File: src/rtl/calclk_pkg.sv
// calendar clock package: item types, command codes and calendar tables
// used by the calendar clock top level and its port checker; no dependencies
package calclk_pkg;

  typedef enum logic [1:0] {
    CmdTick    = 2'd0,
    CmdSet     = 2'd1,
    CmdConvert = 2'd2,
    CmdDay     = 2'd3
  } cmd_e;

  localparam int unsigned SecsPerDay  = 86400;
  localparam int unsigned SecsPerHour = 3600;
  localparam int unsigned SecsPerMin  = 60;
  localparam int unsigned DaysPerYear = 365;
  localparam int unsigned MinLimit    = 60;
  localparam int unsigned HourLimit   = 24;
  localparam int unsigned MonthLimit  = 13;

  // stages holding an item: input, clock update, day count, result
  localparam int unsigned PipeDepth   = 4;

  typedef struct packed {
    logic [11:0] year;
    logic [3:0]  month;
    logic [4:0]  day;
    logic [4:0]  hour;
    logic [5:0]  minute;
    logic [5:0]  second;
  } stamp_t;

  typedef struct packed {
    cmd_e        command;
    logic [11:0] stamp_year;
    logic [3:0]  stamp_month;
    logic [4:0]  stamp_day;
    logic [4:0]  stamp_hour;
    logic [5:0]  stamp_minute;
    logic [5:0]  stamp_second;
  } in_t;

  typedef struct packed {
    logic [11:0] now_year;
    logic [3:0]  now_month;
    logic [4:0]  now_day;
    logic [4:0]  now_hour;
    logic [5:0]  now_minute;
    logic [5:0]  now_second;
    logic [31:0] epoch_seconds;
  } out_t;

  // month 0 counts as january, 13 to 15 as december
  function automatic logic [4:0] month_len(input logic [11:0] year, input logic [3:0] month);
    logic [4:0] len;
    case (month) inside
      4'd2:                     len = (year[1:0] == 2'b00) ? 5'd29 : 5'd28;
      4'd4, 4'd6, 4'd9, 4'd11:  len = 5'd30;
      default:                  len = 5'd31;
    endcase
    return len;
  endfunction

  // days of the common year before the month
  function automatic logic [8:0] days_before(input logic [3:0] month);
    logic [8:0] days;
    case (month)
      4'd0, 4'd1: days = 9'd0;
      4'd2:       days = 9'd31;
      4'd3:       days = 9'd59;
      4'd4:       days = 9'd90;
      4'd5:       days = 9'd120;
      4'd6:       days = 9'd151;
      4'd7:       days = 9'd181;
      4'd8:       days = 9'd212;
      4'd9:       days = 9'd243;
      4'd10:      days = 9'd273;
      4'd11:      days = 9'd304;
      default:    days = 9'd334;
    endcase
    return days;
  endfunction

endpackage

File: src/rtl/calendar_clock_with_epoch_seconds.sv
// calendar clock with epoch seconds: top level, four-register pipeline
// depends on calclk_pkg for item types, command codes and month tables
//
// Use: one input channel (in_valid_i / in_ready_o / in_data_i) takes an item
// holding a command and a stamp; one output channel (out_valid_o /
// out_ready_i / out_data_o) returns exactly one result item per input item,
// in order. Tick moves the clock on one second, set loads the stamp, day
// advance adds one day, convert reports the stamp's seconds since 1 Jan
// EPOCH_YEAR and leaves the clock alone. Every result carries the clock after
// the step and an epoch-seconds value.
// Throughput: one item per cycle unless out_ready_i stalls the output; the
// pipeline is input register, clock update, day count and time of day, then
// the 32-bit multiply by 86400 into the result register. The clock registers
// change as an item leaves the first stage, so back-to-back items see each
// other's updates in order.
// Reset: clock returns to 2024-01-01 00:00:00 and the pipeline empties.
// Stall: a held result freezes the last stage; earlier stages keep filling,
// so up to four items are held before in_ready_o drops.
module calendar_clock_with_epoch_seconds #(
  parameter int unsigned EPOCH_YEAR = 2024
) (
  input  logic              clk_i,
  input  logic              rst_ni,
  input  logic              in_valid_i,
  output logic              in_ready_o,
  input  calclk_pkg::in_t   in_data_i,
  output logic              out_valid_o,
  input  logic              out_ready_i,
  output calclk_pkg::out_t  out_data_o
);
  import calclk_pkg::*;

  localparam logic [31:0] EpochYear = 32'(EPOCH_YEAR);
  localparam logic [31:0] LeapBase  = 32'((EPOCH_YEAR + 3) / 4);

  // pipeline registers
  logic        s1_valid_q, s2_valid_q, s3_valid_q, out_valid_q;
  in_t         s1_q;
  stamp_t      s2_now_q, s2_src_q, s3_now_q;
  logic [31:0] s3_days_q;
  logic [16:0] s3_tod_q;
  out_t        out_q;
  stamp_t      clock_q, clock_d;

  // each stage moves when the one after it is empty or moving
  logic out_free, s3_free, s2_free, s1_free;
  assign out_free   = !out_valid_q || out_ready_i;
  assign s3_free    = !s3_valid_q || out_free;
  assign s2_free    = !s2_valid_q || s3_free;
  assign s1_free    = !s1_valid_q || s2_free;
  assign in_ready_o = s1_free;

  logic s1_move;
  assign s1_move = s1_valid_q && s2_free;

  // clock update for the item in the first stage
  logic [6:0]  sec_inc, min_inc;
  logic [5:0]  hour_inc, day_inc, day_limit;
  logic [4:0]  month_inc;
  logic        sec_wrap, min_wrap, hour_wrap, day_wrap, month_wrap, adv_day;

  assign sec_inc    = {1'b0, clock_q.second} + 7'd1;
  assign min_inc    = {1'b0, clock_q.minute} + 7'd1;
  assign hour_inc   = {1'b0, clock_q.hour} + 6'd1;
  assign day_inc    = {1'b0, clock_q.day} + 6'd1;
  assign month_inc  = {1'b0, clock_q.month} + 5'd1;
  assign day_limit  = {1'b0, month_len(clock_q.year, clock_q.month)} + 6'd1;
  assign sec_wrap   = sec_inc >= 7'(MinLimit);
  assign min_wrap   = min_inc >= 7'(MinLimit);
  assign hour_wrap  = hour_inc >= 6'(HourLimit);
  assign day_wrap   = day_inc >= day_limit;
  assign month_wrap = month_inc >= 5'(MonthLimit);
  assign adv_day    = (s1_q.command == CmdDay) ||
                      ((s1_q.command == CmdTick) && sec_wrap && min_wrap && hour_wrap);

  always_comb begin
    clock_d = clock_q;
    case (s1_q.command)
      CmdTick: begin
        clock_d.second = sec_wrap ? 6'd0 : sec_inc[5:0];
        if (sec_wrap) begin
          clock_d.minute = min_wrap ? 6'd0 : min_inc[5:0];
        end
        if (sec_wrap && min_wrap) begin
          clock_d.hour = hour_wrap ? 5'd0 : hour_inc[4:0];
        end
      end
      CmdSet: begin
        clock_d.year   = s1_q.stamp_year;
        clock_d.month  = s1_q.stamp_month;
        clock_d.day    = s1_q.stamp_day;
        clock_d.hour   = s1_q.stamp_hour;
        clock_d.minute = s1_q.stamp_minute;
        clock_d.second = s1_q.stamp_second;
      end
      default: ;
    endcase
    if (adv_day) begin
      clock_d.day = day_wrap ? 5'd1 : day_inc[4:0];
      if (day_wrap) begin
        clock_d.month = month_wrap ? 4'd1 : month_inc[3:0];
        if (month_wrap) begin
          clock_d.year = clock_q.year + 12'd1;
        end
      end
    end
  end

  stamp_t s1_stamp;
  assign s1_stamp = '{year: s1_q.stamp_year, month: s1_q.stamp_month, day: s1_q.stamp_day,
                      hour: s1_q.stamp_hour, minute: s1_q.stamp_minute,
                      second: s1_q.stamp_second};

  // day count and time of day of the selected stamp, all modulo 2^32
  logic [31:0] year_off, days_d;
  logic [10:0] leaps_upto;
  logic [12:0] year_p3;
  logic        leap_extra;
  logic [16:0] tod_d;

  assign year_off   = 32'(s2_src_q.year) - EpochYear;
  assign year_p3    = {1'b0, s2_src_q.year} + 13'd3;
  assign leaps_upto = year_p3[12:2];
  assign leap_extra = (s2_src_q.year[1:0] == 2'b00) && (s2_src_q.month >= 4'd3);
  assign days_d     = year_off * 32'(DaysPerYear) + (32'(leaps_upto) - LeapBase)
                    + 32'(days_before(s2_src_q.month)) + 32'(leap_extra)
                    + 32'(s2_src_q.day) - 32'd1;
  assign tod_d      = 17'(s2_src_q.hour) * 17'(SecsPerHour)
                    + 17'(s2_src_q.minute) * 17'(SecsPerMin) + 17'(s2_src_q.second);

  always_ff @(posedge clk_i or negedge rst_ni) begin
    if (!rst_ni) begin
      s1_valid_q  <= 1'b0;
      s2_valid_q  <= 1'b0;
      s3_valid_q  <= 1'b0;
      out_valid_q <= 1'b0;
      clock_q     <= '{year: 12'd2024, month: 4'd1, day: 5'd1,
                       hour: 5'd0, minute: 6'd0, second: 6'd0};
    end else begin
      if (s1_free) begin
        s1_valid_q <= in_valid_i;
      end
      if (s2_free) begin
        s2_valid_q <= s1_valid_q;
      end
      if (s3_free) begin
        s3_valid_q <= s2_valid_q;
      end
      if (out_free) begin
        out_valid_q <= s3_valid_q;
      end
      if (s1_move) begin
        clock_q <= clock_d;
      end
    end
  end

  // payload registers, no reset
  always_ff @(posedge clk_i) begin
    if (s1_free && in_valid_i) begin
      s1_q <= in_data_i;
    end
    if (s1_move) begin
      s2_now_q <= clock_d;
      s2_src_q <= (s1_q.command == CmdConvert) ? s1_stamp : clock_d;
    end
    if (s3_free && s2_valid_q) begin
      s3_now_q  <= s2_now_q;
      s3_days_q <= days_d;
      s3_tod_q  <= tod_d;
    end
    if (out_free && s3_valid_q) begin
      out_q.now_year      <= s3_now_q.year;
      out_q.now_month     <= s3_now_q.month;
      out_q.now_day       <= s3_now_q.day;
      out_q.now_hour      <= s3_now_q.hour;
      out_q.now_minute    <= s3_now_q.minute;
      out_q.now_second    <= s3_now_q.second;
      out_q.epoch_seconds <= s3_days_q * 32'(SecsPerDay) + 32'(s3_tod_q);
    end
  end

  assign out_valid_o = out_valid_q;
  assign out_data_o  = out_q;

endmodule

File: config.mk
export PLATFORM = sky130hd
export DESIGN_NAME = calendar_clock_with_epoch_seconds
export DESIGN_NICKNAME = d
export VERILOG_FILES = /design/src/rtl/calclk_pkg.sv /design/src/rtl/calendar_clock_with_epoch_seconds.sv
export SDC_FILE = /design/constraint.sdc
export NUM_CORES = 1
export LEC_CHECK = 0
export BUFFER_PORTS_ARGS = -buffer_cell sky130_fd_sc_hd__buf_2
export CAP_MARGIN = 15
export CORE_AREA = 2 2 281 283
export CTS_BUF_LIST = sky130_fd_sc_hd__clkbuf_16
export DETAILED_ROUTE_END_ITERATION = 12
export DIE_AREA = 0 0 283 285
export PLACE_DENSITY = 0.52
export SETUP_SLACK_MARGIN = 0.15
export SLEW_MARGIN = 20
export SYNTH_ARGS = -nofsm -noshare
export SYNTH_HDL_FRONTEND = slang
export SYNTH_SLANG_ARGS = --single-unit
File: constraint.sdc
create_clock -name clk_i -period 16.05 [get_ports clk_i]
set_input_delay 0.8025 -clock clk_i [delete_from_list [all_inputs] [get_ports clk_i]]
set_output_delay 0.8025 -clock clk_i [all_outputs]
set_load 0.005 [all_outputs]
-- After elaboration in Yosys (flattened, before gate mapping)
Memory sizes are Yosys's and may differ from the RTL's. A register that Yosys moved wholly into a read port is not among the register bits.
Index checks and enable logic that the tools add are counted.
Widths: inputs -> output; s select.
- reductions and logical operators: 22
- eq/ne operators: 8
- $lt $le $gt $ge: 6
- mux-type cells: 17
- multipliers: 4
- add/sub/neg operators: 18
- operator list (operator ; count):
    $mux 21 ; 2
    $mux 38 ; 1
    $pmux 17 s2 ; 1
    $add 32x17->32 ; 1
    $mul 32x10->25 const B ; 1
    $sub 27x2->28 const B ; 1
    $add 26x6->27 ; 1
    $add 25x2->26 ; 1
    $add 24x10->25 ; 1
    $add 23x12->24 ; 1
    $mul 13x10->23 const B ; 1
    $add 5x1->6 const B ; 3
    $mux 6 ; 3
    $add 17x12->17 ; 1
    $add 17x6->17 ; 1
    $mux 16 ; 1
    $mux 5 ; 3
    $add 6x1->7 const B ; 2
    $ge 7x6->1 const B ; 2
    $add 12x2->13 const B ; 1
    $mul 5x8->13 const B ; 1
    $sub 12x11->13 const B ; 1
    $add 12x1->12 const B ; 1
    $mux 12 ; 1
    20 further kinds ; 42
- register bits: 315
- output and inout port bits: 72
- input port bits: 44
- memories kept: 1
- bits in read-only memories: 144
- memory list (memory ; words ; width ; read ports ; clocked after Yosys merged registers in ; wr ports ; line ; text):
    (name not given) ; 16 ; 9 ; 1 ; 1 ; 0 ; calclk_pkg.sv:66 ; case (month)

-- Depth between registers and ports, before layout
Gate-level depths: netlist of run 1.
- word-level depth: 10
- depth in mapped cells: 29
- mapped depth without buffers: 29

-- Least setup slack after synthesis of run 1
No wires, ideal clock.
- kind: reg2reg
- start: register s2_src_q[26] (netlist bit)
- end: register s3_days_q[24] (data pin)
- clock period less this slack: 7050 ps
- data required time: 15788 ps
- path buffers: 0
- setup slack: 9000 ps
- cell stages (with the launch flop): 26
- setup time: 262 ps
- arrival: 6787 ps
- path through: edfxtp_1 -> inv_1 -> ha_1 -> nor2b_1 -> xnor2_1 -> ha_1 -> nor4_1 -> nor4bb_1 -> o21bai_1 -> inv_1 -> ha_1 -> ha_1 -> fa_1 -> inv_1 -> fa_1 -> inv_1 -> fa_1 -> ha_1 -> ha_1 -> nand4_1 -> or4b_2 -> a221oi_1 -> a221o_1 -> a211o_1 -> a21oi_1 -> xor2_1
- cells in the longest elaborated chain, start to end: 7
- RTL lines (element ; line ; text):
    start: declaration ; calendar_clock_with_epoch_seconds.sv:39 ; stamp_t s2_now_q, s2_src_q, s3_now_q;
    start signal: assignment ; calendar_clock_with_epoch_seconds.sv:165 ; s2_src_q <= (s1_q.command == CmdConvert) ? s1_stamp : clock_d;
    $sub 12x11->13 / $add 12x2->13 (equally long branches) ; calendar_clock_with_epoch_seconds.sv:121, calendar_clock_with_epoch_seconds.sv:122 ;
    $mul 13x10->23 / $sub 11x9->12 (equally long branches) ; calendar_clock_with_epoch_seconds.sv:125 ; assign days_d = year_off * 32'(DaysPerYear) + (32'(leaps_upto) - LeapBase)
    $add 23x12->24 ; calendar_clock_with_epoch_seconds.sv:125 ;
    $add 24x10->25 ; calendar_clock_with_epoch_seconds.sv:126 ; + 32'(days_before(s2_src_q.month)) + 32'(leap_extra)
    $add 25x2->26 * ; calendar_clock_with_epoch_seconds.sv:126 ;
    $add 26x6->27 * ; calendar_clock_with_epoch_seconds.sv:127 ; + 32'(s2_src_q.day) - 32'd1;
    $sub 27x2->28 * ; calendar_clock_with_epoch_seconds.sv:127 ;
    via days_d[24] ; calendar_clock_with_epoch_seconds.sv:115 ; logic [31:0] year_off, days_d;
    end signal: assignment ; calendar_clock_with_epoch_seconds.sv:169 ; s3_days_q <= days_d;
    end: declaration ; calendar_clock_with_epoch_seconds.sv:40 ; logic [31:0] s3_days_q;
Mark *: on every way through the listed nets, which the timed path passes. The rest lies on a longest branch.
A chain may end at the register's enable or synchronous reset.

-- Worst setup path after layout of run 1
Same ends and word-level chain as after synthesis.

==> flow_summary.json, run 1 <==
{
  "drv_slew": 0,
  "crit_buf_inv": 4,
  "place_area_mm2": 0.0248,
  "dpl.hpwl_mm": 38.6,
  "cts_buffer_depth": 3,
  "yosys.area.top_type_share_pct": 34.7,
  "design_area_mm2": 0.0262,
  "met2RoutedLength_mm": 23.0,
  "period_share_pct": 49.4,
  "wl_met3_mm": 2.14,
  "crit_arrival_ns": 8.23,
  "drtPass1Iterations": 5,
  "wl_per_cell_um": 15.1,
  "start_util_pct": 29.5,
  "numPortBuffers": 115,
  "drive_gt1_share_pct": 11.1,
  "route.vias.total": 14900,
  "fin_nets": 2678,
  "slowest_stage": "or4b_2",
  "core_mm2": 0.0780,
  "final_cell_mix": "inv_1 (394), edfxtp_1 (266), ha_1 (255)",
  "crit_path_start_kind": "flop",
  "synthFlopType": "edfxtp_1",
  "synthToLayoutAreaGrowth_pct": 14.0,
  "insertion_delay_ns": 0.56,
  "synthesis.area_mm2": 0.0230,
  "grt_pass1_wl_mm": 82.2,
  "clk_pin_slew_ns": 0.06,
  "finalClockSkew_ns": 0.0160,
  "finalHoldViolCount": 0,
  "gp_congestion": 0.885,
  "synth_edf_count": 266,
  "crit_path_end_kind": "flop",
  "final_util_pct": 33.7,
  "cts_root_buf": "clkbuf_16",
  "fin_setup_tns_ns": 0,
  "die_x_um": 283,
  "cts_hold_buf": 0,
  "finalSetupViolations": 0,
  "overflow": 0,
  "final_antenna_net_count": 0,
  "layout_commonest_cell": "inv_1",
  "cpMostUsedCell": "ha_1",
  "dieArea_mm2": 0.0807,
  "post_cts_buffers": 0,
  "synth_cell_types": 88,
  "io_pins": 116,
  "cts.repair.resized": 0,
  "hold_path_class": "in -> async",
  "max_slew_margin_pct": 30.8,
  "drc": 0,
  "antenna_found_initial": 1,
  "grt_max_degree": 88,
  "route.final.wire_length_mm": 50.0,
  "status": "completed",
  "worstMarginPinSlew_ns": 1.04,
  "post-route-min-period_ns": 7.93,
  "grt.total_usage_pct": 12.5,
  "numCtsBuffers": 41,
  "ys_warn_count": 0,
  "top_layer": "met4",
  "synth_area_leaders": "edfxtp_1 (35%), ha_1 (14%), fa_1 (14%), inv_1 (6.3%), dfrtp_1 (3.6%)",
  "fp.dieH_um": 285,
  "yosys.area.top_type": "edfxtp_1",
  "hold_ws_ns": 0.341,
  "synth_cells": 2097,
  "crit_path_max_fanout": 8,
  "cts_tree": "done",
  "maxCapViolCount": 0,
  "via_per_inst": 4.53,
  "cts_sinks": 317,
  "first_global_vias": 15600,
  "synth_seq_cells": 317,
  "synth_nets": 2554,
  "critPathRequiredTime_ns": 16.35,
  "avgSynthCellArea_um2": 11.0,
  "synth-async-reset-ratio_pct": 13.2,
  "cp_slowest_stage_delay_ns": 0.69,
  "rsz0062_at_grt": "no",
  "yosysSeqAreaShare_pct": 40.1,
  "first_iter_violations": 1033,
  "diodes": 0,
  "fmax_mhz": 126,
  "htreeDepth": 2,
  "fillerInstances": 7810,
  "critPathKind": "reg -> reg",
  "crit_family": "adder cells",
  "met1_length_mm": 23.7,
  "fp-row-count": 103
}
==> registers in the layout, summed over array words and instances, names as in the netlist, named ones only <==
register and count:
clock_q 38, out_data_o 70, out_valid_o 1, s1_q 40, s1_valid_q 1, s2_now_q 38, s2_src_q 38, s2_valid_q 1
s3_days_q 25, s3_now_q 38, s3_tod_q 17, s3_valid_q 1
==> through the flow <==
| step | std cells | worst slack (ns) |
|---|---|---|
| 2_1_floorplan | 2097 | 9.00 |
| 6_report | 3302 | 8.12 |
| 3_5_place_dp | 3228 | 8.09 |
| 5_1_grt | 3302 | 7.51 |
| 3_3_place_gp | 3228 | 8.33 |
| 4_1_cts | 3302 | 8.07 |
==> layer usage <==
metal,track usage [%],vias to the layer above
li1,-,7367
met1,17.0,7182
met2,20.4,324
met3,1.87,71
met4,3.70,0
met5,0,-
==> final timing paths <==
| path | start | to | slack [ns] | depth (start not counted) |
|---|---|---|---|---|
| worst max register to register | s2_src_q[26]$_DFFE_PP_ | s3_days_q[24]$_DFFE_PP_ | 8.12 | 25 |
| min in group clk_i | in_data_i[24] | s1_q[24]$_DFFE_PP_ | 0.41 | 1 |
| max in group asynchronous | rst_ni | clock_q[11]$_DFFE_PN0P_ | 15.24 | 2 |
| worst max-delay path | s2_src_q[26]$_DFFE_PP_ | s3_days_q[24]$_DFFE_PP_ | 8.12 | 25 |
| worst min register to register | s2_now_q[34]$_DFFE_PP_ | s3_now_q[34]$_DFFE_PP_ | 0.42 | 0 |
| worst min-delay path | rst_ni | clock_q[30]$_DFFE_PN0P_ | 0.34 | 2 |
==> final cells by class <==
cell class / count / area, µm² / area share (%)
Clock buffer: 42 / 1050 / 4.01
Clock inverter: 32 / 363 / 1.38
Inverter: 389 / 1460 / 5.57
Multi-Input combinational cell: 1346 / 12200 / 46.3
Sequential cell: 317 / 9230 / 35.2
Tap cell: 1050 / 1310 / 5.01
Timing Repair Buffer: 126 / 658 / 2.51
==> worst register-to-register path, cell delays in order (launching register included) <==
cell	delay, ns
edfxtp_1	0.55
inv_1	0.19
ha_1	0.27
nor2b_1	0.27
xnor2_1	0.14
ha_1	0.25
nor4_1	0.36
nor4bb_1	0.42
o21bai_1	0.25
inv_1	0.13
ha_1	0.31
ha_1	0.32
fa_1	0.52
inv_1	0.05
fa_1	0.47
inv_1	0.05
fa_1	0.47
ha_1	0.30
ha_1	0.35
nand4_1	0.11
or4b_2	0.69
a221oi_1	0.51
a221o_1	0.29
a211o_1	0.15
a21oi_1	0.08
xor2_1	0.15
==> cells in the mapped netlist (31+ instances only) <==
library cell	n
inv_1	387
edfxtp_1	266
ha_1	255
fa_1	158
nand2_1	135
a21oi_1	116
nor2_1	103
xnor2_1	88
o21ai_0	84
xor2_1	37
dfrtp_1	33
a21o_1	31
clkbuf_1	31
==> kinds of logic (layout without fill, tap and decap cells) <==
kind of cell	after synthesis	in the layout	synth area share, %
flip-flops	317	317	40.1
XOR/XNOR	125	125	4.76
adder cells (fa/ha/maj)	413	413	27.6
buffers and inverters	434	589	7.15
AND/OR/NAND/NOR	403	403	8.39
multiplexers	28	28	1.30
AO/OA/AOI/OAI	377	377	10.7
Power of run 1 is left out: the tool's default activity adds up to more than one toggle a clock period on the data nets, which glitch-free logic cannot reach.
==> inputs of run 2 (changes only) <==
clock period = 7.3 ns   (was 16.05 ns; I/O delays follow)
==> flow_summary.json, run 2 (synthesis results as in run 1) <==
{
  "status": "completed",
  "drv_slew": 0,
  "finalHoldViolCount": 0,
  "cpMostUsedCell": "fa_1",
  "hold_end": "s3_valid_q$_DFFE_PN0P_",
  "first_global_vias": 15600,
  "start_util_pct": 29.5,
  "critPathRequiredTime_ns": 7.58,
  "crit_buf_inv": 6,
  "via_per_inst": 4.52,
  "dieArea_mm2": 0.0807,
  "max_slew_margin_pct": 31.1,
  "drive_gt1_share_pct": 14.5,
  "gp_congestion": 0.869,
  "route.vias.total": 15300,
  "crit_arrival_ns": 7.21,
  "dpl.hpwl_mm": 38.8,
  "finalClockSkew_ns": 0.0386,
  "cts_buffer_depth": 3,
  "min_from": "out_ready_i",
  "rsz0062_at_grt": "yes",
  "fp-row-count": 103,
  "layout_commonest_cell": "inv_1",
  "wl_per_cell_um": 14.9,
  "rrSetupSlack_ns": 0.37,
  "r2r-end": "s3_days_q[24]$_DFFE_PP_",
  "final_cell_mix": "inv_1 (394), edfxtp_1 (266), ha_1 (246)",
  "crit_family": "adder cells",
  "largest_reg_flops": 70,
  "overflow": 0,
  "fp.dieH_um": 285,
  "crit_path_end_kind": "flop",
  "grt.total_usage_pct": 12.4,
  "post-route-min-period_ns": 6.93,
  "fmax_mhz": 144,
  "core_mm2": 0.0780,
  "fin_setup_tns_ns": 0,
  "fillerInstances": 7695,
  "place_inst": 3272,
  "numCtsBuffers": 40,
  "die_x_um": 283,
  "io_pins": 116,
  "clk_pin_slew_ns": 0.06,
  "drtPass1Iterations": 5,
  "cts_sinks": 317,
  "grt_pass1_wl_mm": 81.9,
  "hold_path_class": "in -> reg",
  "reg2regPathDepth": 29,
  "period_share_pct": 95.0,
  "antenna_found_initial": 0,
  "first_iter_violations": 942,
  "synthToLayoutAreaGrowth_pct": 18.7,
  "cts_root_buf": "clkbuf_16",
  "route.final.wire_length_mm": 50.8,
  "fin_nets": 2770,
  "cts_tree": "done",
  "final_antenna_net_count": 0,
  "maxCapViolCount": 0,
  "slowest_stage": "fa_1",
  "critPathKind": "reg -> reg",
  "crit_path_start_kind": "flop",
  "grt_max_degree": 83,
  "htreeDepth": 2,
  "min_path_cells": 4,
  "numPortBuffers": 115,
  "finalSetupViolations": 0,
  "instances_no_fill": 3395,
  "cp_slowest_stage_delay_ns": 0.52,
  "worstMarginPinSlew_ns": 1.03,
  "r2r_start": "s2_src_q[27]$_DFFE_PP_",
  "diodes": 0,
  "insertion_delay_ns": 0.58,
  "crit_path_max_fanout": 4,
  "drc": 0
}
run 2: cell types whose count changed in the layout (fill, tap and decap cells not counted), moves of 4 or more:
cell,delta
ha_4,+4
buf_4,+50
ha_1,-9
xnor2_2,+4
dlygate4sd3_1,+42
a21oi_1,-5
ha_2,+5
xnor2_1,-4
run 2: per-stage QoR:
stage | setup WS, ns | utilization [%] | area (µm²) | hold slack, ns
after CTS | 0.152 | 34.6 | 27000 | 0.115
after detailed placement | 0.00818 | 32.3 | 25200 | 0.405
final | 0.367 | 35.0 | 27300 | 0.146
after global routing | 0.0528 | 35.0 | 27300 | 0.169
after global placement | 0.206 | 32.3 | 25200 | 0.404
after floorplan | 0.250 | - | 23000 | 0.0694
run 2: metal layers:
metal	wire (µm)	global-route usage [%]
met5	0	0
met4	1010	3.28
met3	1860	1.74
met2	23800	20.7
met1	24000	16.8
run 2: worst max path at each step:
stage	startpoint	to	slack [ns]	cells after the start
after global routing	s2_src_q[28]$_DFFE_PP_	s3_days_q[24]$_DFFE_PP_	0.05	29
after global placement	s2_src_q[28]$_DFFE_PP_	s3_days_q[24]$_DFFE_PP_	0.21	25
after floorplan	s2_src_q[26]$_DFFE_PP_	s3_days_q[24]$_DFFE_PP_	0.25	25
after detailed placement	s2_src_q[27]$_DFFE_PP_	s3_days_q[24]$_DFFE_PP_	0.008	26
after CTS	s2_src_q[28]$_DFFE_PP_	s3_days_q[24]$_DFFE_PP_	0.15	25
final	s2_src_q[27]$_DFFE_PP_	s3_days_q[24]$_DFFE_PP_	0.37	29
run 2: worst reg2reg max path: cells and delay by family (launching register included):
family                   cells  cell delay (ns)
AO/OA/AOI/OAI                7             1.37
XOR/XNOR                     3             0.34
adder cells (fa/ha/maj)      8             3.04
buffers and inverters        6             0.65
flip-flops                   1             0.44
AND/OR/NAND/NOR              5             0.80
run 2: layout make-up:
cell class / instances / area (µm²) / share of cell area (%)
multi-input cells: 1346 / 12400 / 45.5
flip-flops and latches: 317 / 9230 / 33.8
repair buffers: 219 / 1470 / 5.36
inverters: 389 / 1460 / 5.35
well taps: 1050 / 1310 / 4.81
clock buffers: 40 / 1000 / 3.66
clock inverters: 34 / 410 / 1.50
run 2: timing repair:
action,CTS,global route
buffers inserted,0,7
hold buffers,42,0
hold endpoints to repair,74,0
pin swaps,0,28
resized for setup,5,51
endpoints found under the setup margin,3,6
Power of run 2 is left out for the same reason.
